===== src/design/mbe_fifo.sv =====
// Small first-in first-out queue of words.
module mbe_fifo #(
  parameter int WIDTH = 8,
  parameter int DEPTH = 2
) (
  input  logic             clk,
  input  logic             rst_n,
  input  logic             push,
  input  logic [WIDTH-1:0] wdata,
  output logic             full,
  input  logic             pop,
  output logic [WIDTH-1:0] rdata,
  output logic             empty
);
  localparam int AW = (DEPTH > 1) ? $clog2(DEPTH) : 1;

  logic [WIDTH-1:0] mem [DEPTH];
  logic [AW-1:0]    wr_ptr_r, wr_ptr_nxt;
  logic [AW-1:0]    rd_ptr_r, rd_ptr_nxt;
  logic [AW:0]      cnt_r, cnt_nxt;
  logic             do_push, do_pop;

  assign full    = (cnt_r == (AW+1)'(DEPTH));
  assign empty   = (cnt_r == '0);
  assign do_push = push && !full;
  assign do_pop  = pop && !empty;
  assign rdata   = mem[rd_ptr_r];

  // Advance pointers and the fill count
  always_comb begin
    wr_ptr_nxt = wr_ptr_r;
    rd_ptr_nxt = rd_ptr_r;
    cnt_nxt    = cnt_r;
    if (do_push) wr_ptr_nxt = (wr_ptr_r == AW'(DEPTH-1)) ? '0 : wr_ptr_r + 1'b1;
    if (do_pop)  rd_ptr_nxt = (rd_ptr_r == AW'(DEPTH-1)) ? '0 : rd_ptr_r + 1'b1;
    if (do_push && !do_pop) cnt_nxt = cnt_r + 1'b1;
    else if (do_pop && !do_push) cnt_nxt = cnt_r - 1'b1;
  end

  always_ff @(posedge clk) begin
    if (!rst_n) begin
      wr_ptr_r <= '0;
      rd_ptr_r <= '0;
      cnt_r    <= '0;
    end else begin
      wr_ptr_r <= wr_ptr_nxt;
      rd_ptr_r <= rd_ptr_nxt;
      cnt_r    <= cnt_nxt;
    end
  end

  // Store the incoming word
  always_ff @(posedge clk) begin
    if (do_push) mem[wr_ptr_r] <= wdata;
  end
endmodule


===== config.mk =====
export PLATFORM = sky130hd
export DESIGN_NAME = mbe_fifo
export DESIGN_NICKNAME = d
export VERILOG_FILES = /design/src/design/mbe_fifo.sv
export SDC_FILE = /design/constraint.sdc
export NUM_CORES = 1
export LEC_CHECK = 0
export BUFFER_PORTS_ARGS = -buffer_cell sky130_fd_sc_hd__buf_2
export CORE_MARGIN = 5
export CORE_UTILIZATION = 30
export DETAILED_ROUTE_END_ITERATION = 10
export SYNTH_ARGS = -nofsm -noshare
export SYNTH_HDL_FRONTEND = slang
export SYNTH_SLANG_ARGS = --single-unit
export TNS_END_PERCENT = 50

===== constraint.sdc =====
create_clock -name clk -period 2.9 [get_ports clk]
set_input_delay 0.145 -clock clk [delete_from_list [all_inputs] [get_ports clk]]
set_output_delay 0.145 -clock clk [all_outputs]
set_load 0.03 [all_outputs]

==> metrics list <==
* Number of warnings issued by yosys: 0
- Across every metal layer, demand over resource in global routing totals 7.65%.
- For this run, the post-layout net count is 88.
- Die area: 3840 sq um
- In this run switching power makes up 36.1% of total power.
- Yosys reg bits: 21
- The detail route stage leaves a number of antenna-violating nets equal to 0.
- Share of the synthesized area in compound gates (AO/OA/AOI/OAI): 4.02%
* Min cycle time layout: 1.57 ns
- In this run the number of H-tree levels came out at 1.
- Critical Path AT: 1.51 ns
- The repair_antennas step left the layout with diodes totalling 0.
- The die is 61.9 microns wide.
- The routed layout has 472 vias.
* Antenna violations before repair: 0
* Vertical die dimension: 61.9 microns
* Setup violators final: 0
- Number of enable-type register cells in the synthesized netlist: 16
- Post-Route Skew: 0.00347 ns
* Simple logic cell fraction of the synthesized area: 6.80%
- Count of final hold-check violations: 0
- Once layout is complete, the utilization of the core stands at 38.6%.
- Vias in the first global route: 475
* Global route total overflow: 0
- The first global-routing pass estimated 2020 microns of wire.
- Inserted Clock Buffers: 3
* Total Routed Length: 1320 microns
* Clock latency reported for the late side of the worst-skew pair: 0.29 ns
- Buffers added on ports: 21
- Maximum capacitance violations: 0
- Static timing analysis puts the maximum clock frequency at 637 MHz.
- In this run the critical register-to-register path is launched from cnt_r[0].
- Of all flip-flops after synthesis, the portion carrying an async set or reset was 0%.
- Multiplexer area fraction after synthesis: 11.1%
* Part of the power in the clock network: 15.2%
- In this run the worst hold path is classified as in2reg.
* Clock input transition at the sequential cells of the worst setup and hold paths: 0.11 ns
- In this run the worst path has a maximum fanout of 9.
- Instance count of the mapped netlist: 50
- Sort of element at the end of the critical path: register
- The floorplan step defined a core boundary enclosing 2520 sq um.
- The detailed router finished its first iteration with 9 violations.
- The run finished with clean final reports.
* Largest voltage drop on the vdd net: 0.559 mV
- Setup repair after global routing left no endpoint under its margin.
- For this run, the slowest stage of the critical path takes 0.53 ns.
- Vias/cell: 4.54
* Kind of critical path: reg2reg
- After detailed routing, the average wire length per cell comes to 12.7 microns.
- CP Data Required Time: 2.84 ns
* Post CTS Setup Buffer Count: 0
- Compared with the post-synthesis result, the final layout area differs by 20.2%.
* Most frequently used cell type in the post-synthesis netlist: sky130_fd_sc_hd__edfxtp_1
* Dpl hpwl: 978 microns
- The worst hold path begins at wdata[6].
- TritonCTS built the clock tree.
- Each instance of the synthesized netlist takes up on average 16.2 sq um.
- Worst slew slack as a fraction of its limit: 53.0%
- After layout, the worst path uses 54.2% of the clock period.
* Commonest register cell after synthesis: sky130_fd_sc_hd__edfxtp_1
- The slowest stage of the critical path is the sky130_fd_sc_hd__nor3_2 cell.
- Cell internal power was estimated by the tool at 569 uW.
* Leading post-synthesis cells by cell area: sky130_fd_sc_hd__edfxtp_1 (59%), sky130_fd_sc_hd__dfxtp_1 (12%), sky130_fd_sc_hd__mux2_2 (11%), sky130_fd_sc_hd__and2_1 (2.3%), sky130_fd_sc_hd__xnor2_1 (2.2%)
* Yosys cell types: 20
- Power share of the combinational group: 37.0%
- After synthesis, flip-flops and latches occupy 71.7% of the total area.
- Worst setup slack after layout: 1.33 ns
- Clock Sink Count: 21
* CP Cell Sequence: nand2b_1 > inv_2 > nor3_2
- In this run the clock root is driven by a sky130_fd_sc_hd__clkbuf_4.
- The first detailed-routing pass ran for 4 iterations.
* Portion of total power attributed to sequential cells: 47.8%
- Longest Clk Path Bufs: 2
- Entering global routing, the biggest net connects 12 pins.
* Post-CTS Resized: 0
- STA classifies the critical path startpoint as a register.
- Hold buffer count at CTS: 0
- The analysis attributes to cell leakage a power of 0.379 nW.
* Final RePlAce weighted congestion: 0.696
- Post-detailed-route DRC marker count: 0
- The max-slew violation count is 0.
* Combinational family with the most area after synthesis: multiplexers
* Worst slew pin tran: 0.701 ns
* Critical path startpoint: cnt_r[0]
- After Yosys synthesis, full adders, half adders and majority gates account for 1.55% of the synthesized area.
* Post-placement setup slack: 1.31 ns
- The synthesized design spends more area on one cell type than any other, namely sky130_fd_sc_hd__edfxtp_1.
- Total negative slack: 0 ns
* Power per standard cell area: 914 nW/um^2
* Post-synth top area share: 59.4%
- The synthesized netlist devotes 3.25% of its cell area to XOR and XNOR gates.
* Number of placement rows: 18
* Area of the mapped netlist: 810 sq um
- The initial utilization of the core area, before any placement, comes to 32.1%.
- The analysis attributes to net switching a power of 321 uW.
- By count the netlist is led by sky130_fd_sc_hd__edfxtp_1 (16), sky130_fd_sc_hd__mux2_2 (8), sky130_fd_sc_hd__dfxtp_1 (5).
- Post-synth net total: 63
- 22 I/O pins were placed.
- Ratio of cells with drive above 1 in the final layout: 45.9%
## through the flow
stage | std cells | total power [mW] | hold WS [ns] | area (sq um)
CTS | 104 | 0.906 | 0.0235 | 973
finish | 104 | 0.889 | 0.0359 | 973
detailed placement | 100 | 0.768 | 0.343 | 947
global route | 104 | 0.951 | 0.00620 | 973
global placement | 100 | 0.757 | 0.338 | 947
floorplan | 50 | 0.680 | 0.244 | 810
## routing by layer
layer	global-route usage, %	up-vias	routed length (microns)
li1	-	230	-
met1	8.22	227	525
met2	12.3	15	649
met3	3.51	0	147
met4	4.55	0	0
met5	0	-	0
## power by group through the flow
stage / clock [mW] / combinational [mW] / sequential [mW]
after floorplan: 0 / 0.270 / 0.410
final: 0.135 / 0.329 / 0.425
after detailed placement: 0 / 0.334 / 0.434
after CTS: 0.144 / 0.335 / 0.427
after global placement: 0 / 0.328 / 0.429
after global routing: 0.159 / 0.361 / 0.431
## worst paths after layout
kind | slack, ns | cells after the start | to
worst max-delay path | 1.33 | 3 | mem[0][2]
worst min-delay path | 0.04 | 1 | mem[0][6]
worst max register to register | 1.33 | 3 | mem[0][2]
worst min register to register | 0.54 | 2 | cnt_r[1]
## cell families (layout without fill, tap and decap cells)
| group | Yosys count | in the layout |
|---|---|---|
| DFF | 21 | 21 |
| and+or+nand+nor | 9 | 9 |
| muxes | 8 | 8 |
| AOI/OAI and AO/OA | 5 | 5 |
| xor gates and xnor gates | 3 | 3 |
| buffers and inverters | 3 | 27 |
| adders and majority gates | 1 | 1 |
## worst max-delay path, delay by kind of cell (launching register included)
kind                   cells  cell delay [ns]
AND/OR/NAND/NOR            2             0.72
buffers and inverters      1             0.06
flip-flops                 1             0.44
## state kept, by name (all words and copies together), names as in the netlist, named ones only
name,cells
wr_ptr_r,1
mem,16
cnt_r,2
rd_ptr_r,1
## layout by cell type (no fill, tap or decap), types with 2 or more instances in the layout
cell | synthesis | final
sky130_fd_sc_hd__edfxtp_1 | 16 | 16
sky130_fd_sc_hd__and2_1 | 3 | 3
sky130_fd_sc_hd__buf_2 | 1 | 21
sky130_fd_sc_hd__mux2_2 | 8 | 8
sky130_fd_sc_hd__clkbuf_4 | 0 | 3
sky130_fd_sc_hd__nor2_1 | 2 | 2
sky130_fd_sc_hd__xnor2_1 | 2 | 2
sky130_fd_sc_hd__dfxtp_1 | 5 | 5
## layout make-up
| class | count | area, sq um |
|---|---|---|
| Clock buffer | 4 | 26.3 |
| Fill cell | 256 | 1550 |
| Inverter | 2 | 7.51 |
| Multi-Input combinational cell | 26 | 216 |
| Sequential cell | 21 | 581 |
| Tap cell | 30 | 37.5 |
| Timing Repair Buffer | 21 | 105 |
Power figures use the tool's default switching activity.
