[src/design/mbe_pkg.sv]
// Types, constants and fixed-point helpers of the escape-time block.
package mbe_pkg;

  localparam int FX_W      = 48;
  localparam int FX_FRAC   = 40;
  localparam int ITER_W    = 11;
  localparam int ROW_W     = 11;
  localparam int SIZE_W    = 12;
  localparam int CTR_W     = 15;
  localparam int ZOOM_W    = 32;
  localparam int DEN_W     = SIZE_W + ZOOM_W;
  localparam int NUM_W     = 19;
  localparam int MAG_W     = NUM_W - 1;
  localparam int MAP_SHIFT = 65;
  localparam int MAX_SIZE  = 2048;
  localparam int DEF_MAX_ITER = 1024;
  localparam int CFG_IDX_W = 3;
  localparam int CFG_DAT_W = 32;

  typedef logic signed [FX_W-1:0] fx_t;

  localparam fx_t FX_MAXV = {1'b0, {(FX_W-1){1'b1}}};
  localparam fx_t FX_MINV = {1'b1, {(FX_W-1){1'b0}}};
  localparam logic [FX_W:0] FX_TWO = (FX_W+1)'(2) << FX_FRAC;
  localparam logic [FX_W+1:0] FX_OVF_MAG = (FX_W+2)'(1) << FX_W;

  // Register indexes of the configuration port
  localparam logic [CFG_IDX_W-1:0] CFG_IMAGE_SIZE = 3'd0;
  localparam logic [CFG_IDX_W-1:0] CFG_CENTER_X   = 3'd1;
  localparam logic [CFG_IDX_W-1:0] CFG_CENTER_Y   = 3'd2;
  localparam logic [CFG_IDX_W-1:0] CFG_ZOOM_SCALE = 3'd3;
  localparam logic [CFG_IDX_W-1:0] CFG_MAX_ITER   = 3'd4;

  localparam logic [SIZE_W-1:0] RST_IMAGE_SIZE = 12'd800;
  localparam logic [ZOOM_W-1:0] RST_ZOOM_SCALE = 32'd8388608;
  localparam logic [ITER_W-1:0] RST_MAX_ITER   = 11'd100;

  typedef struct packed {
    fx_t re;
    fx_t im;
  } coord_t;

  // Registered partial products of one Q8.40 multiply
  typedef struct packed {
    logic        neg;
    logic [47:0] hh;
    logic [47:0] hl;
    logic [47:0] lh;
    logic [47:0] ll;
  } fxm_part_t;

  typedef enum logic [1:0] {F_IDLE, F_PREP, F_DIV} frt_state_t;
  typedef enum logic [2:0] {B_IDLE, B_MUL, B_PROD, B_UPD, B_DONE} eng_state_t;

  // Signed value from sign and magnitude, clamped to the Q8.40 range
  function automatic fx_t fx_from_mag(input logic neg, input logic [FX_W+1:0] mag);
    fx_t r;
    if (neg) begin
      if (mag >= (FX_W+2)'(1) << (FX_W-1)) r = FX_MINV;
      else r = -fx_t'(mag[FX_W-1:0]);
    end else begin
      if (mag > {2'b00, FX_MAXV}) r = FX_MAXV;
      else r = fx_t'(mag[FX_W-1:0]);
    end
    return r;
  endfunction

  function automatic logic [FX_W-1:0] fx_mag(input fx_t v);
    logic [FX_W-1:0] m;
    m = v[FX_W-1] ? FX_W'(-v) : FX_W'(v);
    return m;
  endfunction

  // Clamp a 49-bit signed sum to the Q8.40 range
  function automatic fx_t fx_sat(input logic signed [FX_W:0] s);
    fx_t r;
    if (s > $signed({FX_MAXV[FX_W-1], FX_MAXV})) r = FX_MAXV;
    else if (s < $signed({FX_MINV[FX_W-1], FX_MINV})) r = FX_MINV;
    else r = s[FX_W-1:0];
    return r;
  endfunction

  function automatic fx_t fx_add(input fx_t a, input fx_t b);
    logic signed [FX_W:0] s;
    s = {a[FX_W-1], a} + {b[FX_W-1], b};
    return fx_sat(s);
  endfunction

  function automatic fx_t fx_sub(input fx_t a, input fx_t b);
    logic signed [FX_W:0] s;
    s = {a[FX_W-1], a} - {b[FX_W-1], b};
    return fx_sat(s);
  endfunction

  // First half of a multiply: four 24x24 partial products
  function automatic fxm_part_t fxm_start(input fx_t a, input fx_t b);
    fxm_part_t p;
    logic [47:0] ma;
    logic [47:0] mb;
    logic [23:0] a1, a0, b1, b0;
    ma = fx_mag(a);
    mb = fx_mag(b);
    a1 = ma[47:24];
    a0 = ma[23:0];
    b1 = mb[47:24];
    b0 = mb[23:0];
    p.neg = a[FX_W-1] ^ b[FX_W-1];
    p.hh  = {24'd0, a1} * {24'd0, b1};
    p.hl  = {24'd0, a1} * {24'd0, b0};
    p.lh  = {24'd0, a0} * {24'd0, b1};
    p.ll  = {24'd0, a0} * {24'd0, b0};
    return p;
  endfunction

  // Second half: combine, truncate toward zero, saturate
  function automatic fx_t fxm_finish(input fxm_part_t p);
    logic [48:0] mid;
    logic [48:0] low;
    logic [49:0] res;
    mid = {1'b0, p.hl} + {1'b0, p.lh};
    low = {1'b0, p.ll} + {9'd0, mid[15:0], 24'd0};
    res = {2'b00, p.hh[39:0], 8'd0} + {17'd0, mid[48:16]} + {41'd0, low[48:40]};
    if (p.hh[47:40] != 8'd0) res = FX_OVF_MAG;
    return fx_from_mag(p.neg, res);
  endfunction

endpackage

[src/design/mbe_div.sv]
// Bit-serial divider that maps one pixel offset to a Q8.40 coordinate.
module mbe_div (
  input  logic                              clk,
  input  logic                              rst_n,
  input  logic                              start,
  input  logic signed [mbe_pkg::NUM_W-1:0]  num,
  input  logic [mbe_pkg::DEN_W-1:0]         den,
  output logic                              done,
  output mbe_pkg::fx_t                      quo
);
  import mbe_pkg::*;

  localparam int STEPS = MAG_W + MAP_SHIFT;
  localparam int CW    = $clog2(STEPS + 1);

  logic                 run_r, run_nxt;
  logic [CW-1:0]        cnt_r, cnt_nxt;
  logic [MAG_W-1:0]     sh_r;
  logic [DEN_W-1:0]     rem_r;
  logic [FX_W-1:0]      q_r;
  logic                 ovf_r, neg_r, zero_r;
  logic [DEN_W:0]       rem_s;
  logic [DEN_W:0]       rem_d;
  logic                 ge;
  logic [NUM_W-1:0]     num_abs;

  assign rem_s   = {rem_r, sh_r[MAG_W-1]};
  assign rem_d   = rem_s - {1'b0, den};
  assign ge      = (rem_s >= {1'b0, den});
  assign num_abs = num[NUM_W-1] ? NUM_W'(-num) : NUM_W'(num);
  assign done    = !run_r;

  // Saturate when any quotient bit reached the sign position
  always_comb begin
    if (zero_r) quo = '0;
    else if (ovf_r || q_r[FX_W-1]) quo = fx_from_mag(neg_r, FX_OVF_MAG);
    else quo = fx_from_mag(neg_r, {2'b00, q_r});
  end

  always_comb begin
    run_nxt = run_r;
    cnt_nxt = cnt_r;
    if (start) begin
      run_nxt = 1'b1;
      cnt_nxt = CW'(STEPS);
    end else if (run_r) begin
      cnt_nxt = cnt_r - 1'b1;
      if (cnt_r == CW'(1)) run_nxt = 1'b0;
    end
  end

  always_ff @(posedge clk) begin
    if (!rst_n) begin
      run_r <= 1'b0;
      cnt_r <= '0;
    end else begin
      run_r <= run_nxt;
      cnt_r <= cnt_nxt;
    end
  end

  // Load the operand, then shift one dividend bit in per cycle
  always_ff @(posedge clk) begin
    if (start) begin
      sh_r   <= num_abs[MAG_W-1:0];
      rem_r  <= '0;
      q_r    <= '0;
      ovf_r  <= 1'b0;
      neg_r  <= num[NUM_W-1];
      zero_r <= (num == '0);
    end else if (run_r) begin
      sh_r  <= {sh_r[MAG_W-2:0], 1'b0};
      rem_r <= ge ? rem_d[DEN_W-1:0] : rem_s[DEN_W-1:0];
      q_r   <= {q_r[FX_W-2:0], ge};
      ovf_r <= ovf_r | q_r[FX_W-1];
    end
  end
endmodule

[src/design/mbe_front.sv]
// Front end: takes a pixel and maps it to the point c.
module mbe_front (
  input  logic                               clk,
  input  logic                               rst_n,
  input  logic                               push,
  output logic                               full,
  input  logic [mbe_pkg::ROW_W-1:0]          pixel_row,
  input  logic [mbe_pkg::ROW_W-1:0]          pixel_col,
  input  logic [mbe_pkg::SIZE_W-1:0]         image_size,
  input  logic signed [mbe_pkg::CTR_W-1:0]   offset_x,
  input  logic signed [mbe_pkg::CTR_W-1:0]   offset_y,
  input  logic [mbe_pkg::ZOOM_W-1:0]         zoom_scale,
  output logic                               q_push,
  output mbe_pkg::coord_t                    q_data,
  input  logic                               q_full
);
  import mbe_pkg::*;

  frt_state_t            state_r, state_nxt;
  logic [ROW_W-1:0]      row_r, col_r;
  logic [DEN_W-1:0]      den_r;
  logic [SIZE_W-1:0]     size;
  logic signed [NUM_W-1:0] num_re, num_im;
  logic                  start;
  logic                  done_re, done_im;
  fx_t                   quo_re, quo_im;

  // Clamp the image size
  assign size = (image_size > SIZE_W'(MAX_SIZE)) ? SIZE_W'(MAX_SIZE) : image_size;

  // Doubled offsets: 2*col - size - 2*center
  assign num_re = {{(NUM_W-ROW_W-1){1'b0}}, col_r, 1'b0}
                - {{(NUM_W-SIZE_W){1'b0}}, size}
                - {{(NUM_W-CTR_W-1){offset_x[CTR_W-1]}}, offset_x, 1'b0};
  assign num_im = {{(NUM_W-ROW_W-1){1'b0}}, row_r, 1'b0}
                - {{(NUM_W-SIZE_W){1'b0}}, size}
                - {{(NUM_W-CTR_W-1){offset_y[CTR_W-1]}}, offset_y, 1'b0};

  mbe_div u_div_re (
    .clk(clk), .rst_n(rst_n), .start(start), .num(num_re), .den(den_r),
    .done(done_re), .quo(quo_re)
  );
  mbe_div u_div_im (
    .clk(clk), .rst_n(rst_n), .start(start), .num(num_im), .den(den_r),
    .done(done_im), .quo(quo_im)
  );

  assign q_data.re = quo_re;
  assign q_data.im = quo_im;

  // Next state
  always_comb begin
    state_nxt = state_r;
    unique case (state_r)
      F_IDLE: if (push) state_nxt = F_PREP;
      F_PREP: state_nxt = F_DIV;
      F_DIV:  if (done_re && done_im && !q_full) state_nxt = F_IDLE;
      default: state_nxt = F_IDLE;
    endcase
  end

  // Outputs of the state machine
  always_comb begin
    full   = 1'b1;
    start  = 1'b0;
    q_push = 1'b0;
    unique case (state_r)
      F_IDLE: full = 1'b0;
      F_PREP: start = 1'b1;
      F_DIV:  q_push = done_re && done_im && !q_full;
      default: full = 1'b1;
    endcase
  end

  always_ff @(posedge clk) begin
    if (!rst_n) state_r <= F_IDLE;
    else state_r <= state_nxt;
  end

  // Hold the pixel and the divisor
  always_ff @(posedge clk) begin
    if (push && !full) begin
      row_r <= pixel_row;
      col_r <= pixel_col;
    end
    if (start) den_r <= DEN_W'(size) * DEN_W'(zoom_scale);
  end
endmodule

[config.mk]
export PLATFORM = sky130hd
export DESIGN_NAME = mbe_front
export DESIGN_NICKNAME = d
export VERILOG_FILES = /design/src/design/mbe_pkg.sv /design/src/design/mbe_div.sv /design/src/design/mbe_front.sv
export SDC_FILE = /design/constraint.sdc
export NUM_CORES = 2
export LEC_CHECK = 0
export BUFFER_PORTS_ARGS = -buffer_cell sky130_fd_sc_hd__buf_2
export CELL_PAD_IN_SITES_DETAIL_PLACEMENT = 0
export CELL_PAD_IN_SITES_GLOBAL_PLACEMENT = 1
export CORE_MARGIN = 2
export CORE_UTILIZATION = 48
export DETAILED_ROUTE_END_ITERATION = 10
export HOLD_SLACK_MARGIN = 0.12
export PLACE_DENSITY_LB_ADDON = 0.2
export RECOVER_POWER = 100
export SLEW_MARGIN = 5
export SYNTH_ARGS = -nofsm -noshare
export SYNTH_HDL_FRONTEND = slang
export SYNTH_SLANG_ARGS = --single-unit
[constraint.sdc]
create_clock -name clk -period 7.9 [get_ports clk]
set_input_delay 0.79 -clock clk [delete_from_list [all_inputs] [get_ports clk]]
set_output_delay 0.79 -clock clk [all_outputs]
set_load 0.03 [all_outputs]
==> impl_summary.txt <==
----------------------------------------------------
[Outcome]
  Outcome ... finished with violations
  Failing checks ... max-capacitance violations, max-slew violations

[Critical path]
  Critical path startpoint category ... primary input
  Depth of the most critical reg-to-reg path ... 5
  Launching instance or port of the critical path ... image_size[11]
  Data arrival time at the worst-slack endpoint ... 7.34 ns
  Reg-to-Reg End ... u_div_im.rem_r[37]$_SDFFE_PP0P_
  Crit Path Class ... in2reg
  Setup slack of the most critical reg-to-reg path ... about 2.1 ns
  Startpoint of the lowest-slack register-to-register path ... state_r[1]$_SDFFE_PN0P_
  Type of destination of the critical path ... flop
  Largest fanout of any net on the critical path ... 22
  Critical path data required time ... between 8 and 9 ns
  CP endpoint ... den_r[37]$_DFFE_PP_

[Route]
  Number of remaining DRC errors ... 0
  Residual antenna-violating net count after detailed routing ... 0
  Routed via count ... 30000
  Average wire per cell in the routed design ... 17.2 um
  Vias per inst ... approximately 5.6
  Number of iterations in the first detailed-routing pass ... 5
  Total routed wirelength ... 93000 um
  Iteration-0 DRC Markers ... 1812

[Cells and area]
  Area delta synth->final ... 8.41%
  Final design utilization ... between 50% and 60%
  Fin cells ... 5396
  Fraction of layout cells with a size suffix above 1 ... under 10%
  Number of nets at the end of the flow ... slightly above 5000

[Job]
  Max-cap violations ... 10

[STA]
  Actual slew at the worst max-slew pin ... 3.40 ns
  Max-slew headroom at the worst pin ... -127%
  Total Negative Setup Slacks ... 0 ns
  Post-layout min period ... 7.05 ns
  Maximum clock frequency ... 0.142 GHz
  Unrepaired setup endpoints after global routing ... false
  Clock skew after layout ... between 0.05 and 0.06 ns
  Number of setup violations in the final report ... 0
  Ratio of final minimum period to clock period ... 89.3%
  Hold Fails Final Rpt ... 0
  Max Transition Viols Final ... between 500 and 600

[Floorplanning]
  Initial standard-cell utilization of the core ... 48.7%
  Die height ... 274 um
  Area of the die ... between 70000 and 80000 um2
  Core Rows ... 98
  Die Width ... 274 um
  Number of placed I/O pins ... 198
  Core area ... 71700 um2

[Clock tree]
  Clock Path Buffers ... 3
  Deepest level of the CTS H-tree ... 2
  Clock network latency to the later pin of the worst-skew pair ... 0.58 ns
  Clock tree from TritonCTS ... yes
  Postcts setup bufs ... 0
  Clock Pin Slew Worst Setup and Hold Paths ... 0.05 ns
  Cells resized by post-CTS repair ... 0
  Master cell of the clock root buffer ... clkbuf_16
  Hold buffer count at CTS ... 0
  Total CTS buffers ... 40
  Num Clock Sinks ... 310

[Yosys]
  Yosys warnings ... 0
  Most used flip-flop cell after synthesis ... dfxtp_1
  Synth Net Count ... 5015
  Number of enable flip-flop cells after synthesis ... about 110
  Async set or reset register ratio after synthesis ... 0%
  Number of distinct library cell variants in the gate-level netlist after synthesis ... 85
  Cell Area, Synth ... 34900 um2
  Biggest area contributors in the synthesized netlist ... fa_1, dfxtp_1, edfxtp_1
  Share of the synthesized area in the top cell type ... 17.5%
  Leading area contributor after synthesis ... fa_1
  Share of the yosys chip area belonging to registers ... 20.8%
  Post-Synthesis Cells ... about 4400
  Number of flip-flops and latches in the synthesized netlist ... 310
  Mean Syn Cell Area ... around 8.0 um2

[Power and ir drop]
  Logic pwr share ... roughly 64%
  Post-layout power ... 0.0122 W
  Worst supply voltage drop on vdd ... 0.000182 V
  Leakage component of the power ... 17.2 nW
  Power per cell area ... between 300 and 400 nW/um2
  Net load switching power ... 0.00573 W
  Switch share ... 47.1%
  Sequential fraction of design power ... 19.1%
  Internal power component ... between 0.006 and 0.007 W
  Clock power frac ... approximately 17%

[Global route]
  GR Overflow Total ... 0
  Met3 demand-to-capacity share in global routing ... 4.13%
  GR met1 Demand/Resource ... 35.2%
  Global-route wire length before repair ... around 150000 um
  Gr busiest metal ... met2
  Overall Global Routing Usage ... 24.8%
  Vias in the first global route ... about 29000
  Largest net degree at the start of global routing ... a little under 100
  Antenna violations before repair ... 2
  Global routing met2 resource utilization ... 39.0%

[Place]
  Dpl hpwl ... 70200 um
  Gpl congestion ... roughly 0.91
  Cell Count Post-Placement ... around 5300
  PortBufs ... 197

[Hold path]
  Class of the most critical hold timing path ... in2reg

----------------------------------------------------
[worst max-delay path, cell delays in order]
cell and delay [ns]:
buf_2 0.24, buf_4 0.28, nor2b_1 0.79, clkbuf_1 0.33, nand2_1 0.11, fa_1 0.49
inv_1 0.05, fa_1 0.45, ha_1 0.29, inv_1 0.05, fa_1 0.53, inv_1 0.04
ha_1 0.34, o21a_1 0.20, a21oi_1 0.21, o221ai_1 0.27, and4_1 0.29, o22ai_1 0.39
o21ai_0 0.25, a31o_2 0.29, a21oi_1 0.26, nor3_1 0.08, a311o_1 0.28
[state kept, by name (all words and copies together), names as in the netlist, 2 cells and up]
signal / count
col_r: 11
den_r: 44
row_r: 11
state_r: 2
u_div_im.cnt_r: 7
u_div_im.q_r: 48
u_div_im.rem_r: 44
u_div_im.sh_r: 18
u_div_re.cnt_r: 7
u_div_re.q_r: 48
u_div_re.rem_r: 44
u_div_re.sh_r: 18
[stage by stage]
step / hold slack [ns] / setup WS [ns] / cell area [um2]
2_1_floorplan: 0.443 / 1.31 / 34900
3_3_place_gp: 0.467 / 0.601 / 36600
3_5_place_dp: 0.476 / 0.363 / 36600
4_1_cts: 0.366 / 0.928 / 38100
5_1_grt: 0.373 / 0.264 / 37900
6_report: 0.400 / 0.846 / 37900
[power groups by stage]
stage          logic (W)  registers (W)  clock network [W]
3_5_place_dp     0.00776        0.00235                  0
6_report         0.00783        0.00232            0.00201
3_3_place_gp     0.00772        0.00234                  0
4_1_cts          0.00781        0.00232            0.00206
2_1_floorplan    0.00608        0.00227                  0
5_1_grt          0.00885        0.00236            0.00212
[cell usage after synthesis (13+ instances only)]
cell / number
o21ai_0: 281
or2_2: 14
edfxtp_1: 106
or4_1: 17
a21o_1: 60
nor3_1: 64
fa_1: 306
a211oi_1: 21
xnor2_1: 106
o41ai_1: 13
a31oi_1: 70
and2_1: 143
o21bai_1: 33
nand4_1: 35
dfxtp_1: 204
and3_1: 31
a221oi_1: 39
mux2i_1: 106
o31ai_1: 35
or3_1: 39
o211ai_1: 23
o21a_1: 22
inv_1: 526
buf_1: 16
nand3_1: 73
nand2b_1: 31
nor4_1: 24
a21oi_1: 277
clkbuf_1: 226
o311ai_0: 14
ha_1: 230
xor2_1: 73
nor2b_1: 34
nand2_1: 549
nor2_1: 379
[metal layers]
layer	part of all wire, %	routed length, um	up-vias
li1	-	-	14900
met1	48	44200	14300
met2	44	41300	683
met3	5.7	5280	118
met4	2.4	2220	0
met5	0	0	-
[worst min path at each step]
stage / slack [ns] / from / cells past startpoint / end
after global placement: 0.47 / u_div_im.ovf_r$_SDFFE_PP0P_ / 2 / u_div_im.ovf_r$_SDFFE_PP0P_
after CTS: 0.37 / pixel_col[9] / 1 / col_r[9]$_DFFE_PP_
after floorplan: 0.44 / u_div_im.rem_r[2]$_SDFFE_PP0P_ / 2 / u_div_im.rem_r[2]$_SDFFE_PP0P_
after detailed placement: 0.48 / u_div_im.ovf_r$_SDFFE_PP0P_ / 2 / u_div_im.ovf_r$_SDFFE_PP0P_
after global routing: 0.37 / pixel_col[8] / 1 / col_r[8]$_DFFE_PP_
final: 0.40 / pixel_col[8] / 1 / col_r[8]$_DFFE_PP_
[placed cells by master, fill, tap and decap left out, types with 27 or more instances in the layout]
| cell type | n |
|---|---|
| o21ai_0 | 281 |
| nor3_1 | 65 |
| xnor2_1 | 106 |
| o21bai_1 | 33 |
| nand3_1 | 73 |
| clkbuf_16 | 43 |
| nor2_1 | 378 |
| ha_1 | 230 |
| buf_2 | 102 |
| buf_4 | 27 |
| clkbuf_1 | 110 |
| a21o_1 | 60 |
| nand2_1 | 548 |
| nand4_1 | 35 |
| dfxtp_1 | 203 |
| and3_1 | 31 |
| nand2b_1 | 31 |
| and2_1 | 140 |
| edfxtp_1 | 106 |
| a31oi_1 | 70 |
| or3_1 | 39 |
| inv_1 | 526 |
| mux2i_1 | 106 |
| a221oi_1 | 39 |
| fa_1 | 306 |
| a21oi_1 | 277 |
| xor2_1 | 73 |
| o31ai_1 | 35 |
[area by class of cell]
class	instances	area (um2)
well taps	950	1190
clock inverters	20	315
diodes	2	5.00
repair buffers	236	1150
inverters	529	1990
flip-flops and latches	310	7270
fillers	7003	33800
clock buffers	54	1170
multi-input cells	3295	24800
[cell families (layout without fill, tap and decap cells)]
family          after synthesis  in the layout  share of synthesized area [%]
compound gates              980            980                           17.4
xor+xnor                    179            179                           4.49
fa+ha+maj                   536            536                           25.8
buf+inv                     774            839                           8.34
flops                       310            310                           20.8
mux                         107            107                           3.07
other cells                   0              2                              0
simple gates               1493           1493                           20.1
No activity file was read; power rests on OpenSTA's default activity.
